File: config.mk
export PLATFORM = sky130hd
export DESIGN_NAME = pcb_sdu
export DESIGN_NICKNAME = d
export VERILOG_FILES = /design/src/rtl/pcb_pkg.sv /design/src/rtl/pcb_sdu.sv
export SDC_FILE = /design/constraint.sdc
export NUM_CORES = 1
export LEC_CHECK = 0
export BUFFER_PORTS_ARGS = -buffer_cell sky130_fd_sc_hd__buf_2
export CAP_MARGIN = 10
export CORE_ASPECT_RATIO = 1.1
export CORE_MARGIN = 2
export CORE_UTILIZATION = 55
export CTS_BUF_LIST = sky130_fd_sc_hd__clkbuf_4
export DETAILED_ROUTE_END_ITERATION = 8
export PLACE_DENSITY = 0.76
export SLEW_MARGIN = 10
export SYNTH_ARGS = -nofsm -noshare
export SYNTH_HDL_FRONTEND = slang
export SYNTH_SLANG_ARGS = --single-unit
File: constraint.sdc
create_clock -name clk_i -period 11.01 [get_ports clk_i]
set_clock_uncertainty 0.1 [all_clocks]
set_input_delay 0.5505 -clock clk_i [delete_from_list [all_inputs] [get_ports clk_i]]
set_output_delay 0.5505 -clock clk_i [all_outputs]
set_load 0.02 [all_outputs]
File: src/rtl/pcb_pkg.sv
// ----------------------------------------------------------------------------
// pcb_pkg: shared types and constants of the polyline corner bevel block
// Fixed-point widths, sequencer states and the square-root/divide unit request.
// ----------------------------------------------------------------------------
`timescale 1ns / 1ps

package pcb_pkg;

  // default vertex store depth
  localparam int unsigned MAX_POINTS_DEF = 256;
  localparam int unsigned MIN_CORNERS    = 3;

  // fixed point
  localparam int unsigned FRAC_BITS = 16;
  localparam int unsigned COORD_W   = 32;
  localparam int unsigned DIFF_W    = COORD_W + 1;
  localparam int unsigned E_W       = 31;              // scaled edge component, below 2^30
  localparam int unsigned U_W       = FRAC_BITS + 2;   // unit component, magnitude up to one
  localparam int unsigned OFF_W     = 40;              // offset, saturated to 2^38 - 1
  localparam logic [OFF_W-1:0] OFF_LIMIT = OFF_W'((64'd1 << 38) - 64'd1);

  // shared multiplier
  localparam int unsigned MUL_A_W = 31;
  localparam int unsigned MUL_B_W = OFF_W;
  localparam int unsigned PROD_W  = MUL_A_W + MUL_B_W;
  localparam int unsigned ACC_W   = 64;
  localparam int unsigned PT_W    = 42;

  // square root / divide unit
  localparam int unsigned RAD_W  = 64;
  localparam int unsigned NUM_W  = COORD_W + FRAC_BITS;
  localparam int unsigned RES_W  = NUM_W;
  localparam int unsigned DEN_W  = 32;
  localparam int unsigned REM_W  = 36;
  localparam int unsigned STEP_W = $clog2(NUM_W + 1);

  // register indexes (address bit 2)
  localparam logic REG_IDX_CLOSED = 1'b0;
  localparam logic REG_IDX_WIDTH  = 1'b1;

  typedef enum logic [3:0] {
    ST_IDLE,
    ST_RD_CUR,
    ST_RD_PRV,
    ST_RD_NXT,
    ST_RD_LAST,
    ST_NORM,
    ST_SQ,
    ST_LEN,
    ST_UDIV,
    ST_DOT,
    ST_QCHK,
    ST_ROOT,
    ST_OFF,
    ST_PT,
    ST_OUT
  } pcb_state_e;

  typedef enum logic [1:0] {
    SDU_SQRT,
    SDU_DIV_UNIT,
    SDU_DIV_FULL
  } sdu_op_e;

  typedef struct packed {
    logic    start;
    sdu_op_e op;
  } sdu_req_t;

  typedef struct packed {
    logic busy;
    logic done;
  } sdu_sts_t;

endpackage

File: src/rtl/pcb_sdu.sv
// ----------------------------------------------------------------------------
// pcb_sdu: shared square-root / divide unit
// Restoring digit recurrence: one root or quotient bit per cycle on one
// compare-subtract.
// ----------------------------------------------------------------------------
`timescale 1ns / 1ps

module pcb_sdu (
  input  logic                           clk_i,
  input  logic                           rst_ni,
  input  pcb_pkg::sdu_req_t              req_i,
  input  logic [pcb_pkg::RAD_W-1:0]      opnd_i,
  input  logic [pcb_pkg::DEN_W-1:0]      den_i,
  output pcb_pkg::sdu_sts_t              sts_o,
  output logic [pcb_pkg::RES_W-1:0]      res_o
);

  localparam int unsigned RAD_W  = pcb_pkg::RAD_W;
  localparam int unsigned REM_W  = pcb_pkg::REM_W;
  localparam int unsigned RES_W  = pcb_pkg::RES_W;
  localparam int unsigned DEN_W  = pcb_pkg::DEN_W;
  localparam int unsigned STEP_W = pcb_pkg::STEP_W;
  localparam int unsigned SHORT  = pcb_pkg::FRAC_BITS + 1;

  logic              busy_q, done_q, sqrt_q;
  logic [STEP_W-1:0] steps_q;
  logic [RAD_W-1:0]  opd_q, opd_d;
  logic [REM_W-1:0]  rem_q, rem_d, rem_sh, trial;
  logic [RES_W-1:0]  res_q, res_d;
  logic [DEN_W-1:0]  den_q;
  logic              ge;

  // one recurrence step
  always_comb begin
    if (sqrt_q) begin
      rem_sh = {rem_q[REM_W-3:0], opd_q[RAD_W-1 -: 2]};
      trial  = {res_q[REM_W-3:0], 2'b01};
      opd_d  = opd_q << 2;
    end else begin
      rem_sh = {rem_q[REM_W-2:0], opd_q[RAD_W-1]};
      trial  = REM_W'(den_q);
      opd_d  = opd_q << 1;
    end
    ge    = (rem_sh >= trial);
    rem_d = ge ? (rem_sh - trial) : rem_sh;
    res_d = {res_q[RES_W-2:0], ge};
  end

  always_ff @(posedge clk_i or negedge rst_ni) begin
    if (!rst_ni) begin
      busy_q  <= 1'b0;
      done_q  <= 1'b0;
      steps_q <= '0;
    end else begin
      done_q <= 1'b0;
      if (req_i.start) begin
        busy_q <= 1'b1;
        unique case (req_i.op)
          pcb_pkg::SDU_SQRT:     steps_q <= STEP_W'(RAD_W / 2);
          pcb_pkg::SDU_DIV_UNIT: steps_q <= STEP_W'(SHORT);
          default:               steps_q <= STEP_W'(pcb_pkg::NUM_W);
        endcase
      end else if (busy_q) begin
        steps_q <= steps_q - STEP_W'(1);
        if (steps_q == STEP_W'(1)) begin
          busy_q <= 1'b0;
          done_q <= 1'b1;
        end
      end
    end
  end

  always_ff @(posedge clk_i) begin
    if (req_i.start) begin
      res_q  <= '0;
      den_q  <= den_i;
      sqrt_q <= (req_i.op == pcb_pkg::SDU_SQRT);
      unique case (req_i.op)
        pcb_pkg::SDU_SQRT: begin
          rem_q <= '0;
          opd_q <= opnd_i;
        end
        pcb_pkg::SDU_DIV_UNIT: begin
          // quotient known below 2^SHORT: preload the high part
          rem_q <= REM_W'(opnd_i >> SHORT);
          opd_q <= opnd_i << (RAD_W - SHORT);
        end
        default: begin
          rem_q <= '0;
          opd_q <= opnd_i << (RAD_W - pcb_pkg::NUM_W);
        end
      endcase
    end else if (busy_q) begin
      rem_q <= rem_d;
      res_q <= res_d;
      opd_q <= opd_d;
    end
  end

  assign sts_o.busy = busy_q;
  assign sts_o.done = done_q;
  assign res_o      = res_q;

`ifndef ASSERT_OFF
  a_no_start_busy: assert property (@(posedge clk_i) disable iff (!rst_ni)
    req_i.start |-> !busy_q)
    else $error("sdu started while busy");
`endif

endmodule

==> flow_metrics.env, run 1 <==
export IMPL_grt_use_total_pct=27.3
export IMPL_max_cap_viol_count=0
export IMPL_total_power_mw=2.84
export IMPL_clkTransAtPathRegs_ns=0.18
export IMPL_cp_end_kind="register"
export IMPL_max_freq_ghz=0.211
export IMPL_ys_seq_area_share_pct=44.3
export IMPL_die_h_um=156
export IMPL_worstMarginPinSlew_ns=1.18
export IMPL_htreeDepth=4
export IMPL_wire_per_inst_um=20.1
export IMPL_cts_hold_buf=29
export IMPL_dp_cells=1452
export IMPL_post_drt_via_cell_ratio=6.19
export IMPL_yosysTopAreaCell="edfxtp_1"
export IMPL_core_area_um2=20600
export IMPL_syn_cell_area_um2=11600
export IMPL_cts_num_sinks=188
export IMPL_arrival_ns=5.02
export IMPL_power_leakage_nw=5.85
export IMPL_switching_share_pct=42.9
export IMPL_final_setup_tns_ns=0
export IMPL_rows=55
export IMPL_cts_tree="built"
export IMPL_synth_fp_nets=1262
export IMPL_cts_buffer_depth=2
export IMPL_maxSlewViolCount=0
export IMPL_synth_edf_count=132
export IMPL_critPathKind="reg -> reg"
export IMPL_die_area_um2=22200
export IMPL_globalplace_congestion=0.947
export IMPL_clock_root_buffer="clkbuf_4"
export IMPL_routed_wl_um=30500
export IMPL_insertion_delay_ns=0.61
export IMPL_combPwrFrac_pct=52.2
export IMPL_hp_class="in -> reg"
export IMPL_layout_commonest_cell="mux2i_1"
export IMPL_clkPwrFrac_pct=14.3
export IMPL_initial_core_util_pct=56.2
export IMPL_cts_repair_resized=0
export IMPL_cts_buffers=17
export IMPL_r2r_slack_ns=6.28
export IMPL_hpwl_um=21200
export IMPL_route_detailed_drc=0
export IMPL_final_cell_mix="174 x mux2i_1, 149 x buf_2, 132 x edfxtp_1, 93 x nand2_1, 86 x o21ai_0"
export IMPL_period_needed_ns=4.73
export IMPL_grt_overflow_total=0
export IMPL_dr_pass1_iters=5
export IMPL_ys_top_cells_by_area="edfxtp_1 34%, mux2i_1 15%, dfxtp_1 8.3%"
export IMPL_synth_cell_types=67
export IMPL_vdd_drop_max_v=0.000129
export IMPL_portBuffers=150
export IMPL_die_w_um=142
export IMPL_grt_pass1_wl_um=47300
export IMPL_final_cells=1516
export IMPL_antenna_found_initial=2
export IMPL_first_iter_violations=954
export IMPL_status="finished clean"
export IMPL_ys_seq_elements=188
export IMPL_fin_crit_sh_pct=43.0
export IMPL_syn_instance_count=1122
export IMPL_regArea_um2=5130
export IMPL_critPathLaunchType="register"
export IMPL_nNetsFinal=1386
export IMPL_grt_pass1_vias=8670
export IMPL_p_per_area_nw_per_um2=219
export IMPL_synth_warnings=0
export IMPL_ys_flop_type="edfxtp_1"
export IMPL_cp_max_fo=135
export IMPL_seqPwrFrac_pct=33.5
export IMPL_drive_gt1_share_pct=19.4
export IMPL_required_ns=11.29
export IMPL_holdWs_ns=0.0281
export IMPL_ys_async_sr_fraction_pct=4.26
export IMPL_rsz0062_at_grt="no"
export IMPL_hold_violations=0
export IMPL_internal_power_mw=1.62
export IMPL_avgSynthCellArea_um2=10.3
export IMPL_areaGrowthSynthToFinish_pct=12.4
export IMPL_yosys_area_top_type_share_pct=34.3
export IMPL_switching_power_mw=1.22
export IMPL_fillerInstances=1723
export IMPL_cts_setup_buffers=0
export IMPL_pin_count=151
export IMPL_antenna_left=0
export IMPL_multiInputGateArea_um2=6030
export IMPL_via_count=9378
export IMPL_setup_violations=0
export IMPL_grt_max_degree=136
export IMPL_slew_headroom_pct=21.4
-- synth_stat cells, drive strengths merged, types with 3 or more instances --
master,number
ha,38
a21oi,80
a2111oi,3
dfrtp,8
xnor2,19
nand2b,4
buf,32
o211ai,10
clkbuf,52
o21a,4
a32o,8
nor2b,3
a211oi,8
a311o,3
mux2i,174
nor4b,6
dfxtp,48
mux2,37
nand4,7
a21boi,3
o21ai,92
xor2,8
o21bai,5
a221oi,32
and2,4
edfxtp,132
nor3,15
and3,7
inv,14
nand2,93
nand3,19
a21o,28
a31oi,7
o31ai,6
nor4,9
nor2,84
-- worst max-delay path, stage by stage, from the launching register on --
cell and delay [ns]:
edfxtp_1 0.42, buf_12 0.63, mux2i_1 0.33, ha_1 0.20
inv_1 0.06, fa_1 0.43, a211oi_2 0.26, o21ai_2 0.13
a2111oi_1 0.34, nor2_1 0.16, a211oi_2 0.26, or2_1 0.73
nand2_1 0.11, a32o_1 0.28
-- routing by layer --
metal | up-vias | part of all wire [%] | GRT usage [%] | wire length [um]
li1 | 4508 | - | - | -
met3 | 42 | 7.4 | 4.57 | 2250
met4 | 0 | 1.9 | 8.24 | 586
met2 | 370 | 46 | 42.8 | 14000
met5 | - | 0 | 0 | 0
met1 | 4458 | 45 | 39.0 | 13600
-- power by group through the flow --
stage	Combinational, mW	Sequential, mW	Clock (mW)
4_1_cts	1.46	0.948	0.411
6_report	1.48	0.951	0.406
5_1_grt	1.62	0.961	0.435
2_1_floorplan	1.13	0.943	0
3_3_place_gp	1.43	0.963	0
3_5_place_dp	1.45	0.963	0
-- registers in the layout, indices dropped and copies added, names as in the netlist --
name,cells
sqrt_q,1
steps_q,6
den_q,32
res_o,48
opd_q,64
done_q,1
busy_q,1
rem_q,35
-- logic make-up (layout without fill, tap and decap cells) --
logic type / Yosys count / after routing / synth area share, %
buffers and inverters: 98 / 235 / 3.63
multiplexers: 211 / 211 / 18.7
adder cells (fa/ha/maj): 39 / 39 / 4.29
other: 0 / 1 / 0
flip-flops: 188 / 188 / 44.3
XOR/XNOR: 27 / 27 / 2.05
AND/OR/NAND/NOR: 259 / 259 / 10.4
AO/OA/AOI/OAI: 300 / 300 / 16.7
-- path summary, 6_finish.rpt --
| kind | end | depth (start not counted) | startpoint |
|---|---|---|---|
| worst max register to register | rem_q[0] | 13 | sqrt_q |
| worst max-delay path | rem_q[0] | 13 | sqrt_q |
| worst min register to register | res_o[44] | 2 | res_o[43] |
| worst min-delay path | den_q[24] | 1 | den_i[24] |
| min in group asynchronous | steps_q[1] | 2 | rst_ni |
| max in group asynchronous | busy_q | 2 | rst_ni |
-- cell type report --
type,instances,share of cell area (%)
sequential,188,39.5
antenna,1,0.0193
clock inverter,15,1.41
tap,256,2.47
inverter,14,0.414
multi-input combinational,836,46.5
timing repair buffer,189,8.78
clock buffer,17,0.983
-- through the flow --
step	setup slack, ns	utilization, %	cell area (um^2)
detailed placement	6.28	60.1	12400
global placement	6.38	60.1	12400
floorplan	6.42	-	11600
CTS	6.24	63.0	13000
global route	6.03	63.1	13000
finish	6.28	63.1	13000
(Power assumes the default switching activity.)
==> run 2, diff against run 1 <==
- PLACE_DENSITY: 0.76 -> 0.8
- clock period: 11.01 -> 4.01 ns (I/O delays scaled with it)
==> run 2 against run 1 <==
Largest power group unchanged. Non-clock buffer count rose by 95. Sequential power grew to 2.7 times the previous value. Global-route usage up 1.8 points. Worst hold slack gained 0.0020 ns. Sequential cell count unchanged.
==> flow_metrics.env, run 2 (synthesized netlist as in run 1, its figures left out) <==
export IMPL_nNetsFinal=1481
export IMPL_hp_class="in -> reg"
export IMPL_die_h_um=156
export IMPL_die_w_um=142
export IMPL_setup_violations=0
export IMPL_cts_buffers=17
export IMPL_fin_crit_sh_pct=96.0
export IMPL_worstReg2RegStart="sqrt_q"
export IMPL_regMostFlops="opd_q"
export IMPL_vdd_drop_max_v=0.000349
export IMPL_p_per_area_nw_per_um2=589
export IMPL_via_count=9967
export IMPL_dr_pass1_iters=5
export IMPL_layout_commonest_cell="mux2i_1"
export IMPL_power_leakage_nw=6.30
export IMPL_post_place_ws_ns=0.110
export IMPL_worst_slack_ns=0.160
export IMPL_initial_core_util_pct=56.2
export IMPL_utilization_pct=67.7
export IMPL_final_setup_tns_ns=0
export IMPL_portBuffers=150
export IMPL_arrival_ns=4.12
export IMPL_antenna_found_initial=1
export IMPL_final_cell_mix="172 x mux2i_1, 149 x buf_2, 132 x edfxtp_1, 93 x nand2_1, 88 x dlygate4sd3_1"
export IMPL_rows=55
export IMPL_required_ns=4.28
export IMPL_clock_root_buffer="clkbuf_4"
export IMPL_cts_tree="built"
export IMPL_grt_pass1_vias=9411
export IMPL_period_needed_ns=3.85
export IMPL_cp_max_fo=9
export IMPL_grt_max_degree=122
export IMPL_grt_use_total_pct=29.1
export IMPL_r2r_end="rem_q[34]"
export IMPL_grt_pass1_wl_um=50500
export IMPL_clkTransAtPathRegs_ns=0.16
export IMPL_first_iter_violations=955
export IMPL_total_power_mw=8.20
export IMPL_min_path_cells=5
export IMPL_drive_gt1_share_pct=21.2
export IMPL_r2r_slack_ns=0.16
export IMPL_globalplace_congestion=1.06
export IMPL_fillerInstances=1581
export IMPL_hpwl_um=21900
export IMPL_die_area_um2=22200
export IMPL_routed_wl_um=32600
export IMPL_slew_headroom_pct=30.4
export IMPL_largest_register_ffs=64
export IMPL_ff2ff_path_depth=14
export IMPL_post_drt_via_cell_ratio=6.19
export IMPL_holdWs_ns=0.0301
export IMPL_wire_per_inst_um=20.3
export IMPL_min_to="opd_q[61]"
export IMPL_critPathKind="reg -> reg"
export IMPL_critPathLaunchType="register"
export IMPL_cts_num_sinks=188
export IMPL_rsz0062_at_grt="yes"
export IMPL_worstMarginPinSlew_ns=1.04
export IMPL_htreeDepth=4
export IMPL_route_detailed_drc=0
export IMPL_status="finished clean"
export IMPL_maxSlewViolCount=0
export IMPL_max_cap_viol_count=0
export IMPL_min_from="opnd_i[61]"
export IMPL_areaGrowthSynthToFinish_pct=20.4
export IMPL_cts_buffer_depth=2
export IMPL_pin_count=151
export IMPL_cp_end_kind="register"
export IMPL_antenna_left=0
export IMPL_core_area_um2=20600
export IMPL_grt_overflow_total=0
export IMPL_max_freq_ghz=0.260
export IMPL_insertion_delay_ns=0.60
export IMPL_hold_violations=0
[run 2: changes by cell type in the layout (fill, tap and decap cells not counted), sizes merged]
cell | before | now
clkinvlp | 2 | 0
inv | 19 | 17
clkbuf | 17 | 21
buf | 158 | 195
dlygate4sd3 | 31 | 88
bufinv | 1 | 2
[run 2: timing repair]
action,CTS,global route
hold buffers,88,0
endpoints found under the setup margin,0,23
gates resized for setup,0,11
endpoints found under the hold margin,157,0
setup buffers,0,4
[run 2: worst max-delay path by stage]
| stage | start | to | slack, ns | depth (start not counted) |
|---|---|---|---|---|
| 2_1_floorplan | sqrt_q | rem_q[34] | 0.03 | 17 |
| 3_3_place_gp | sqrt_q | rem_q[34] | 0.12 | 14 |
| 3_5_place_dp | sqrt_q | rem_q[34] | 0.11 | 14 |
| 4_1_cts | sqrt_q | rem_q[34] | 0.07 | 14 |
| 5_1_grt | sqrt_q | rem_q[30] | -0.02 | 13 |
| 6_report | sqrt_q | rem_q[34] | 0.16 | 14 |
[run 2: critical path, cell delays in order, from the launching register on]
cell	delay, ns
edfxtp_1	0.50
buf_4	0.19
mux2i_2	0.21
ha_1	0.22
inv_1	0.06
fa_1	0.43
a211oi_2	0.26
o21ai_2	0.14
a2111oi_2	0.31
nor2_1	0.15
a211oi_2	0.26
buf_6	0.17
nor4b_1	0.06
mux2_2	0.28
a311o_1	0.28
[run 2: routing by layer]
layer  vias up  wire length [um]  share of wire (%)  GRT usage, %
met2       483             15000                 46          45.5
li1       4689                 -                  -             -
met4         0              1160                3.6          11.8
met1      4716             14100                 43          40.7
met5         -                 0                  0             0
met3        79              2390                7.3          4.24
[run 2: layout make-up]
| type | count | area (um^2) | area share (%) |
|---|---|---|---|
| inverter | 14 | 53.8 | 0.386 |
| tap | 256 | 320 | 2.30 |
| timing repair buffer | 284 | 2070 | 14.8 |
| clock inverter | 12 | 136 | 0.980 |
| sequential | 188 | 5130 | 36.8 |
| clock buffer | 20 | 150 | 1.08 |
| antenna | 1 | 2.50 | 0.0180 |
| multi-input combinational | 836 | 6070 | 43.6 |
[run 2: through the flow]
stage | area [um^2] | instances
6_report | 13900 | 1611
5_1_grt | 13900 | 1611
4_1_cts | 13800 | 1605
3_5_place_dp | 12600 | 1485
3_3_place_gp | 12600 | 1485
2_1_floorplan | 11600 | 1122
[run 2: power by group]
group / leakage (nW) / internal (mW) / switching, mW
sequential: 1.92 / 2.45 / 0.158
combinational: 4.22 / 1.96 / 2.54
clock: 0.162 / 0.399 / 0.679
total: 6.30 / 4.81 / 3.38
